$ cat config.mk
export PLATFORM = sky130hd
export DESIGN_NAME = amgs_cell
export DESIGN_NICKNAME = d
export VERILOG_FILES = /design/src/rtl/amgs_pkg.sv /design/src/rtl/amgs_cell.sv
export SDC_FILE = /design/constraint.sdc
export NUM_CORES = 1
export LEC_CHECK = 0
export BUFFER_PORTS_ARGS = -buffer_cell sky130_fd_sc_hd__buf_2
export CAP_MARGIN = 20
export CELL_PAD_IN_SITES_DETAIL_PLACEMENT = 0
export CELL_PAD_IN_SITES_GLOBAL_PLACEMENT = 2
export CORE_ASPECT_RATIO = 1.5
export CORE_MARGIN = 5
export CORE_UTILIZATION = 25
export CTS_BUF_LIST = sky130_fd_sc_hd__clkbuf_4 sky130_fd_sc_hd__clkbuf_8
export DETAILED_ROUTE_END_ITERATION = 7
export HOLD_SLACK_MARGIN = 0.15
export PLACE_DENSITY = 0.73
export SLEW_MARGIN = 20
export SYNTH_ARGS = -nofsm -noshare
export SYNTH_HDL_FRONTEND = slang
export SYNTH_SLANG_ARGS = --single-unit
$ cat constraint.sdc
create_clock -name clk -period 6.1 [get_ports clk]
set_input_delay 0.61 -clock clk [delete_from_list [all_inputs] [get_ports clk]]
set_output_delay 0.61 -clock clk [all_outputs]
set_load 0.02 [all_outputs]
$ cat src/rtl/amgs_pkg.sv
package amgs_pkg;

  localparam int LABEL_W = 32;

  // input actions
  typedef logic [2:0] action_t;
  localparam action_t ACT_ADD_VERTEX = 3'd0;
  localparam action_t ACT_DEL_VERTEX = 3'd1;
  localparam action_t ACT_ADD_EDGE   = 3'd2;
  localparam action_t ACT_DEL_EDGE   = 3'd3;
  localparam action_t ACT_LIST       = 3'd4;

  // result status
  typedef logic [1:0] status_t;
  localparam status_t ST_DONE    = 2'd0;
  localparam status_t ST_FULL    = 2'd1;
  localparam status_t ST_MISSING = 2'd2;

  // per-cycle command broadcast to every cell
  typedef logic [2:0] cell_op_t;
  localparam cell_op_t OP_HOLD    = 3'd0;
  localparam cell_op_t OP_MATCH   = 3'd1;
  localparam cell_op_t OP_WRITE   = 3'd2;
  localparam cell_op_t OP_COMPACT = 3'd3;
  localparam cell_op_t OP_EDGE    = 3'd4;
  localparam cell_op_t OP_TAP     = 3'd5;
  localparam cell_op_t OP_STEP    = 3'd6;

  typedef struct packed {
    cell_op_t op;
    logic     edge_bit;
  } cell_ctrl_t;

endpackage

$ cat src/rtl/amgs_cell.sv
module amgs_cell
  import amgs_pkg::*;
#(
  parameter int MAX_NODES = 64,
  parameter int SLOT = 0,
  localparam int IW = $clog2(MAX_NODES)
) (
  input  logic                 clk,
  input  logic                 rst,
  input  cell_ctrl_t           ctrl,
  input  logic [IW-1:0]        sel_a,
  input  logic [IW-1:0]        sel_b,
  input  logic [LABEL_W-1:0]   va,
  input  logic [LABEL_W-1:0]   vb,
  input  logic [LABEL_W-1:0]   nxt_label,
  input  logic [MAX_NODES-1:0] nxt_row,
  input  logic                 nxt_tflag,
  input  logic [LABEL_W-1:0]   nxt_tlabel,
  output logic [LABEL_W-1:0]   label,
  output logic [MAX_NODES-1:0] row,
  output logic                 match_a,
  output logic                 match_b,
  output logic                 row_any,
  output logic                 tflag,
  output logic [LABEL_W-1:0]   tlabel
);

  logic [LABEL_W-1:0]   label_next;
  logic [MAX_NODES-1:0] row_next;
  logic [MAX_NODES-1:0] src;
  logic [MAX_NODES-1:0] src_sh;
  logic                 lifted;
  logic                 hit_a;
  logic                 hit_b;

  assign hit_a  = (IW'(SLOT) == sel_a);
  assign hit_b  = (IW'(SLOT) == sel_b);
  // slots at or above the removed one take their upper neighbor
  assign lifted = (IW'(SLOT) >= sel_a);
  assign src    = lifted ? nxt_row : row;
  assign src_sh = {1'b0, src[MAX_NODES-1:1]};

  always_comb begin
    label_next = label;
    row_next   = row;
    unique case (ctrl.op)
      OP_WRITE: begin
        if (hit_a) label_next = va;
      end
      OP_COMPACT: begin
        if (lifted) label_next = nxt_label;
        // drop the removed column, zero shifts in at the top
        for (int c = 0; c < MAX_NODES; c++) begin
          row_next[c] = (IW'(c) < sel_a) ? src[c] : src_sh[c];
        end
      end
      OP_EDGE: begin
        if (hit_a) row_next[sel_b] = ctrl.edge_bit;
        if (hit_b) row_next[sel_a] = ctrl.edge_bit;
      end
      default: ;
    endcase
  end

  always_ff @(posedge clk) begin
    if (rst) begin
      row     <= '0;
      row_any <= 1'b0;
      tflag   <= 1'b0;
    end else begin
      row     <= row_next;
      row_any <= |row_next;
      if (ctrl.op == OP_TAP) begin
        tflag <= row[sel_a];
      end else if (ctrl.op == OP_STEP) begin
        tflag <= nxt_tflag;
      end
    end
  end

  always_ff @(posedge clk) begin
    label <= label_next;
    if (ctrl.op == OP_MATCH) begin
      match_a <= (label == va);
      match_b <= (label == vb);
    end
    if (ctrl.op == OP_TAP) begin
      tlabel <= label;
    end else if (ctrl.op == OP_STEP) begin
      tlabel <= nxt_tlabel;
    end
  end

endmodule

### After elaboration in Yosys (flattened, before gate mapping)

Cells that the tools add are included.

* bits in registers: 132

* reduce and logical (&&, ||, !) cells: 8
* mux-type cells: 84
* $lt $le $gt $ge: 69
* equality and inequality tests: 10

Operators by type and width (count)
* 2-to-1 mux 64 bit: 4
* less-than comparator 6 bit (first input constant): 32
* bitwise mux 64 bit: 2
* 2-to-1 mux 32 bit: 4
* one-hot mux 64 bit (2 select lines): 1
* less-than comparator 5 x 6 -> 1 bit (first input constant): 16
* 2-to-1 mux 1 bit: 69
* equality test 32 bit: 2
* one-hot mux 32 bit (2 select lines): 1
* OR reduction 64 bit: 1
* less-than comparator 4 x 6 -> 1 bit (first input constant): 8
* less-than comparator 3 x 6 -> 1 bit (first input constant): 4
* less-than comparator 6 x 7 -> 1 bit (second input constant): 2
* demux 1 bit (select 6 bit): 2
* greater-or-equal comparator 6 x 1 -> 1 bit (second input constant): 2
* logical NOT 6 bit: 2
* less-than comparator 1 x 6 -> 1 bit (first input constant): 2
* less-than comparator 2 x 6 -> 1 bit (first input constant): 2
* equality test 3 bit (second input constant): 3
* binary-select mux 1 bit (select 6 bit): 1
* equality test 3 x 2 -> 1 bit (second input constant): 2
* greater-or-equal comparator 1 x 6 -> 1 bit (first input constant): 1
* != test 2 bit (second input constant): 2
* nonzero test 2 bit: 2
* other kinds (3): 4

### Longest topological paths before layout

Gate-level depths: netlist of the first run.

* word-level depth: 11
* depth in mapped cells: 12
* depth with buffers taken out: 8

### Worst setup path before layout of the first run

No wires, ideal clock.

* path kind: input port to flip-flop
* start point: in sel_a[4]
* end point: reg label[0], enable pin
* library setup time: 0.468 ns
* arrival: 4.394 ns
* stages on the path: 7
* slack: 1.238 ns
* cells stage by stage: clkbuf_1 clkbuf_1 nor2_1 nand2_1 clkbuf_1 buf_1 nor3b_1

* cells in the longest elaborated chain, start to end: 3
* elaborated cells between the ends (all ways): 5

Ends and longest elaborated chain
* start: declaration: RTL line amgs_cell.sv:11 `input logic [IW-1:0] sel_a,`
* greater-or-equal comparator 1 x 6 -> 1 bit / logical NOT 6 bit (equally long branches): RTL line amgs_cell.sv:39, amgs_cell.sv:36
* != test 2 bit (no source line)
* AND reduction 3 bit (no source line) (*)
* end signal: assignment: RTL line amgs_cell.sv:82 `label <= label_next;`
* end: declaration: RTL line amgs_cell.sv:19 `output logic [LABEL_W-1:0] label,`

Every way passes the cells marked *; elsewhere a longest branch is shown, timed or not.
A chain may end at the register's enable or synchronous reset.

### Worst setup path in the final report of the first run

* start point: in sel_a[2]
* end point: reg row_any

* cells in the longest elaborated chain, start to end: 8
* elaborated cells between the ends (all ways): 142

Ends and longest elaborated chain
* less-than comparator 6 x 7 -> 1 bit (implied by the code) / greater-or-equal comparator 6 x 1 -> 1 bit (equally long branches): RTL line amgs_cell.sv:59 `if (hit_b) row_next[sel_a] = ctrl.edge_bit;`
* logical AND 1 bit (implied by the code): RTL line amgs_cell.sv:59
* 2-to-1 mux 1 bit (implied by the code): RTL line amgs_cell.sv:59
* demux 1 bit (select 6 bit): RTL line amgs_cell.sv:59
* bitwise mux 64 bit: RTL line amgs_cell.sv:59
* 2-to-1 mux 64 bit: RTL line amgs_cell.sv:59
* one-hot mux 64 bit (2 select lines) (*): RTL line amgs_cell.sv:46 `unique case (ctrl.op)`
* OR reduction 64 bit (*): RTL line amgs_cell.sv:72 `row_any <= |row_next;`
* end signal: assignment: RTL line amgs_cell.sv:72
* end: declaration: RTL line amgs_cell.sv:23 `output logic row_any,`

Every way passes the cells marked *; elsewhere a longest branch is shown, timed or not. The select of a mux whose other input is x is not followed.

==> results of run 1 <==
==> layer usage <==
layer | vias up | routed length [um]
met4 | 0 | 6282
met5 | - | 0
met2 | 929 | 34510
li1 | 5890 | -
met3 | 231 | 5674
met1 | 6558 | 24450
==> Yosys cell counts, types with 11 or more instances <==
| cell | number | area (um2) |
|---|---|---|
| a211oi_1 | 26 | 195.2 |
| a21oi_1 | 64 | 320.3 |
| a221oi_1 | 24 | 210.2 |
| a22oi_1 | 13 | 97.59 |
| a31oi_1 | 19 | 118.9 |
| and3_1 | 15 | 93.84 |
| buf_1 | 18 | 67.56 |
| buf_2 | 13 | 65.06 |
| clkbuf_1 | 97 | 364.1 |
| dfxtp_1 | 66 | 1321 |
| edfxtp_1 | 66 | 1982 |
| mux2_2 | 51 | 574.3 |
| mux2i_1 | 36 | 360.4 |
| nand2_1 | 177 | 664.4 |
| nand3_1 | 65 | 325.3 |
| nand3b_1 | 13 | 97.59 |
| nand4_1 | 27 | 168.9 |
| nor2_1 | 92 | 345.3 |
| nor2b_1 | 15 | 93.84 |
| nor3_1 | 35 | 175.2 |
| nor3b_1 | 11 | 82.58 |
| nor4_1 | 38 | 237.7 |
| o211ai_1 | 11 | 82.58 |
| o21a_1 | 11 | 82.58 |
| o21ai_0 | 80 | 400.4 |
| o221ai_1 | 14 | 122.6 |
| o22ai_1 | 21 | 131.4 |
| o41ai_1 | 11 | 96.34 |
| or3_1 | 12 | 75.07 |
| xor2_1 | 65 | 569.3 |
==> placed cells by master, fill, tap and decap left out, types with 8 or more instances in the layout <==
cell type	Yosys	layout
buf_2	13	341
nand2_1	177	176
nor2_1	92	89
o21ai_0	80	80
edfxtp_1	66	66
dfxtp_1	66	66
xor2_1	65	65
nand3_1	65	65
a21oi_1	64	64
buf_4	1	52
mux2_2	51	51
nor4_1	38	38
mux2i_1	36	36
nor3_1	35	32
nand4_1	27	27
a211oi_1	26	26
a221oi_1	24	24
o22ai_1	21	21
a31oi_1	19	19
clkbuf_8	0	17
nor2b_1	15	15
and3_1	15	15
o221ai_1	14	14
nand3b_1	13	13
a22oi_1	13	13
or3_1	12	12
o41ai_1	11	11
o21a_1	11	11
o211ai_1	11	11
nor3b_1	11	9
or3b_2	9	9
or2_2	7	8
a21o_1	8	8
and2_1	9	8
a32oi_1	8	8
o31ai_1	8	8
==> path summary, 6_finish.rpt <==
path	startpoint	end	slack (ns)	cells past startpoint
worst max-delay path	sel_a[2]	row_any	1.71	9
worst min-delay path	nxt_label[2]	label[2]	0.37	3
worst max register to register	row[63]	row_any	3.18	5
worst min register to register	tflag	tflag	0.53	2
==> report_power, final <==
group	internal (mW)	switching (mW)	total, mW	leakage (nW)
Sequential	0.952	0.0102	0.962	1.14
Clock	0.342	0.481	0.824	0.195
Combinational	0.157	0.337	0.493	4.07
Total	1.45	0.828	2.28	5.40
==> state kept, by name (all words and copies together), names as in the netlist <==
name and flops:
row 64, label 32, tlabel 32, match_a 1, match_b 1, row_any 1
tflag 1
==> tightest hold or removal path: cells and delay by family <==
kind / cells / cell delay [ns]
buffers and inverters: 1 / 0.07
and+or+nand+nor: 2 / 0.08
==> per-stage QoR <==
| stage | hold slack, ns | util, % | instance area (um2) | worst slack [ns] | total power, mW |
|---|---|---|---|---|---|
| 5_1_grt | 0.3390 | 31.17 | 13900 | 1.806 | 2.354 |
| 4_1_cts | 0.3252 | 31.17 | 13890 | 1.950 | 2.295 |
| 3_3_place_gp | 0.4725 | 30.28 | 13500 | 1.392 | 1.464 |
| 6_report | 0.3735 | 31.18 | 13900 | 1.715 | 2.279 |
| 3_5_place_dp | 0.5010 | 30.28 | 13500 | 1.414 | 1.465 |
| 2_1_floorplan | 0.5835 | - | 11170 | 1.238 | 1.228 |
==> kinds of logic after synthesis <==
logic type / Yosys count / share of synthesized area, %
simple gates: 567 / 26.13
compound gates: 387 / 24.16
buf+inv: 140 / 5.153
flops: 132 / 29.57
mux: 95 / 9.880
xor+xnor: 65 / 5.097
==> final cells by class <==
class                      count  area share [%]
antenna                        2         0.03601
clock buffer                  17           1.683
clock inverter                15           1.152
inverter                       7          0.1891
multi-input combinational   1114           52.84
sequential                   132           23.77
tap                          582           5.239
timing repair buffer         393           15.09
==> results.sh, run 1 <==
export IMPL_outcome="finished, final reports clean"
export IMPL_setup_violations_final=0
export IMPL_worstPathCellList="buf_2 > or4_4 > nor3_2 > a22oi_1 > and3_1 > a211oi_1 > or4b_1 > nor4_1 > a41oi_1"
export IMPL_grt_max_degree=67
export IMPL_crit_buf_inv=1
export IMPL_pin_count=343
export IMPL_numPortBuffers=341
export IMPL_async_flop_share_pct=0
export IMPL_power_density_nw_per_um2=164.0
export IMPL_core_area_um2=44570
export IMPL_grt_use_total_pct=27.77
export IMPL_wirelength_mm=70.92
export IMPL_end_kind="flop"
export IMPL_rows=95
export IMPL_critPathArrivalTime_ns=4.71
export IMPL_slowest_delay_ns=0.82
export IMPL_leakage_nw=5.401
export IMPL_max_freq_mhz=228.0
export IMPL_ys_flop_type="edfxtp_1"
export IMPL_viasPerCell=6.016
export IMPL_dieArea_um2=49090
export IMPL_syn2layout_area_growth_pct=24.43
export IMPL_crit_type="primary input to flop"
export IMPL_clock_skew_ns=0.02612
export IMPL_ant_nets=0
export IMPL_rsz0062_at_grt="false"
export IMPL_peakVddDrop_mv=0.1159
export IMPL_syn_area_um2=11170
export IMPL_cts_setup_buffers=0
export IMPL_ys_warn_count=0
export IMPL_drt_wirelength_per_cell_um=31.35
export IMPL_hold_viol=0
export IMPL_fin_crit_ns=4.385
export IMPL_critical_path_slowest_cell="or4_4"
export IMPL_nNetsFinal=1876
export IMPL_die_x_um=182.6
export IMPL_antenna_found_initial=2
export IMPL_drt_initial_drc_count=1438
export IMPL_fin_crit_sh_pct=71.89
export IMPL_met3_usage_pct=4.345
export IMPL_maxSlewViolCount=0
export IMPL_grt_overflow=0
export IMPL_synthDistinctLibCells=90
export IMPL_cts_resized=0
export IMPL_postSynthAreaPerCell_um2=8.059
export IMPL_worstHoldPathType="primary input to flop"
export IMPL_clock_sinks=132
export IMPL_htreeDepth=4
export IMPL_required_ns=6.42
export IMPL_drcViolationCount=0
export IMPL_yosysSeqAreaShare_pct=29.57
export IMPL_gp_congestion=1.005
export IMPL_regArea_um2=3303
export IMPL_grt_pass1_wl_mm=99.19
export IMPL_grt_use_met2_pct=48.10
export IMPL_postCtsHoldBufs=0
export IMPL_dpl_cell_count=2228
export IMPL_maxSlewHeadroom_pct=27.54
export IMPL_grt_use_met1_pct=30.38
export IMPL_crit_family="simple AND/OR/NAND/NOR gates"
export IMPL_vias=13608
export IMPL_root_buffer="clkbuf_8"
export IMPL_path_clk_slew_ns=0.09
export IMPL_synth_cells=1386
export IMPL_synth_edff_count=66
export IMPL_clk_latency_ns=0.51
export IMPL_die_h_um=268.9
export IMPL_first_pass_iters=8
export IMPL_dp_hpwl_mm=53.73
export IMPL_grt_pass1_vias=13528
export IMPL_worst_slew_pin_slew_ns=1.085
export IMPL_final_cell_count_no_fill=2262
export IMPL_cts_tree="done"
export IMPL_grt_busiest_layer="met2"
export IMPL_clk_path_buf_depth=2
export IMPL_synth_nets=1597
export IMPL_start_kind="primary input"
export IMPL_multi_input_area_um2=7345
export IMPL_drive_gt1_share_pct=31.35
export IMPL_cap_violations=0
export IMPL_tns_ns=0
export IMPL_cp_max_fo=30
export IMPL_cts_inserted_buffers=17
export IMPL_ys_ff_latch=132
export IMPL_nFillCells=4934
export IMPL_start_util_pct=25.06
(Power assumes the default switching activity.)
==> run 2: changes to the inputs <==
==> constraint.sdc (replaced) <==
create_clock -name clk -period 4.36 [get_ports clk]
set_input_delay 0.436 -clock clk [delete_from_list [all_inputs] [get_ports clk]]
set_output_delay 0.436 -clock clk [all_outputs]
set_load 0.02 [all_outputs]
==> results.sh, run 2 (synthesis results as in run 1) <==
export IMPL_layout_commonest_cell="buf_2"
export IMPL_root_buffer="clkbuf_8"
export IMPL_numPortBuffers=341
export IMPL_rows=95
export IMPL_die_x_um=182.6
export IMPL_power_density_nw_per_um2=225.3
export IMPL_end_kind="flop"
export IMPL_start_util_pct=25.06
export IMPL_postCtsHoldBufs=0
export IMPL_fin_crit_sh_pct=77.47
export IMPL_die_h_um=268.9
export IMPL_clk_latency_ns=0.50
export IMPL_critPathArrivalTime_ns=3.75
export IMPL_hold_viol=0
export IMPL_crit_path_end="row_any"
export IMPL_r2r_start="row[54]"
export IMPL_cap_violations=0
export IMPL_regMostFlops="row"
export IMPL_maxSlewViolCount=0
export IMPL_dieArea_um2=49090
export IMPL_htreeDepth=4
export IMPL_cp_startpoint="sel_a[3]"
export IMPL_worstHoldPathType="primary input to flop"
export IMPL_antenna_found_initial=2
export IMPL_top_regs="row (64), label (32), tlabel (32)"
export IMPL_leakage_nw=5.827
export IMPL_dp_hpwl_mm=56.58
export IMPL_vias=13868
export IMPL_core_area_um2=44570
export IMPL_tns_ns=0
export IMPL_grt_use_total_pct=28.17
export IMPL_peakVddDrop_mv=0.1834
export IMPL_grt_max_degree=57
export IMPL_pin_count=343
export IMPL_post_place_ws_ns=0.4774
export IMPL_fin_crit_ns=3.378
export IMPL_first_pass_iters=6
export IMPL_required_ns=4.73
export IMPL_finalWorstSetupSlack_ns=0.9823
export IMPL_viasPerCell=5.924
export IMPL_mostFrequentLayoutCells="341 x buf_2, 176 x nand2_1, 124 x buf_4"
export IMPL_crit_type="primary input to flop"
export IMPL_path_clk_slew_ns=0.10
export IMPL_cts_resized=0
export IMPL_grt_pass1_wl_mm=100.7
export IMPL_clk_path_buf_depth=2
export IMPL_ff2ff_path_depth=8
export IMPL_drt_initial_drc_count=1364
export IMPL_cts_tree="done"
export IMPL_cp_max_fo=19
export IMPL_gp_congestion=0.9931
export IMPL_cts_setup_buffers=0
export IMPL_outcome="finished, final reports clean"
export IMPL_worst_slew_pin_slew_ns=1.094
export IMPL_cts_inserted_buffers=17
export IMPL_max_freq_mhz=296.1
export IMPL_maxSlewHeadroom_pct=26.11
export IMPL_reg2reg_slack_ns=1.76
export IMPL_clock_sinks=132
export IMPL_grt_overflow=0
export IMPL_wirelength_mm=72.68
export IMPL_grt_pass1_vias=13767
export IMPL_final_cell_count_no_fill=2341
export IMPL_drt_wirelength_per_cell_um=31.05
export IMPL_setup_violations_final=0
export IMPL_clock_skew_ns=0.01601
export IMPL_nNetsFinal=1955
export IMPL_drive_gt1_share_pct=34.43
export IMPL_r2r_end="row_any"
export IMPL_ant_nets=0
export IMPL_start_kind="primary input"
export IMPL_rsz0062_at_grt="false"
export IMPL_drcViolationCount=0
export IMPL_syn2layout_area_growth_pct=30.74
export IMPL_dpl_cell_count=2307
export IMPL_largest_reg_flops=64
## run 2: cell count changes in the layout (fill, tap and decap cells not counted), sizes merged
cell      before  now
buf          393  472
clkinvlp       3    2
bufinv         1    2
clkinv         1    2
inv           17   16
## run 2: how the worst min path moves through the flow
stage	cells past startpoint	end	from	slack [ns]
final	3	label[16]	nxt_label[16]	0.19
after global routing	3	label[2]	nxt_label[2]	0.17
after CTS	3	label[20]	nxt_label[20]	0.16
after detailed placement	2	tflag	tflag	0.48
after global placement	2	tflag	tflag	0.48
after floorplan	2	tflag	tflag	0.58
## run 2: layer usage
layer	vias to the layer above	wire [um]	part of all wire [%]	GRT usage [%]
li1	6028	-	-	-
met1	6754	25140	35	30.11
met4	2	5646	7.8	18.57
met5	-	13	0.018	0
met3	216	5592	7.7	5.115
met2	868	36280	50	50.57
## run 2: cell type report
class / count / area [um2]
timing repair buffer: 472 / 2778
clock inverter: 15 / 183.9
antenna: 2 / 5.005
tap: 582 / 728.2
sequential: 132 / 3303
inverter: 7 / 26.28
clock buffer: 17 / 234.0
fill: 4936 / 29970
multi-input combinational: 1114 / 7345
## run 2: report_power, final
group / switching, mW / total (mW) / internal (mW) / leakage, nW
sequential: 0.0143 / 1.35 / 1.33 / 1.14
combinational: 0.484 / 0.737 / 0.254 / 4.48
clock: 0.671 / 1.21 / 0.536 / 0.207
## run 2: critical path, stage by stage
cell and delay (ns):
buf_2 0.15, buf_4 0.23, or3b_2 0.53, nor4_1 0.85, nor3_1 0.11, o21a_1 0.21
nor2_1 0.20, or4bb_1 0.54, nor4_1 0.22, buf_4 0.17, a41oi_1 0.09
## run 2: per-stage QoR
| step | util (%) | hold WS (ns) | power, mW | area (um2) |
|---|---|---|---|---|
| final | 32.76 | 0.1910 | 3.290 | 14600 |
| after CTS | 32.75 | 0.1565 | 3.315 | 14600 |
| after floorplan | - | 0.5835 | 1.718 | 11170 |
| after detailed placement | 31.81 | 0.4824 | 2.095 | 14180 |
| after global routing | 32.76 | 0.1709 | 3.393 | 14600 |
| after global placement | 31.81 | 0.4764 | 2.095 | 14180 |
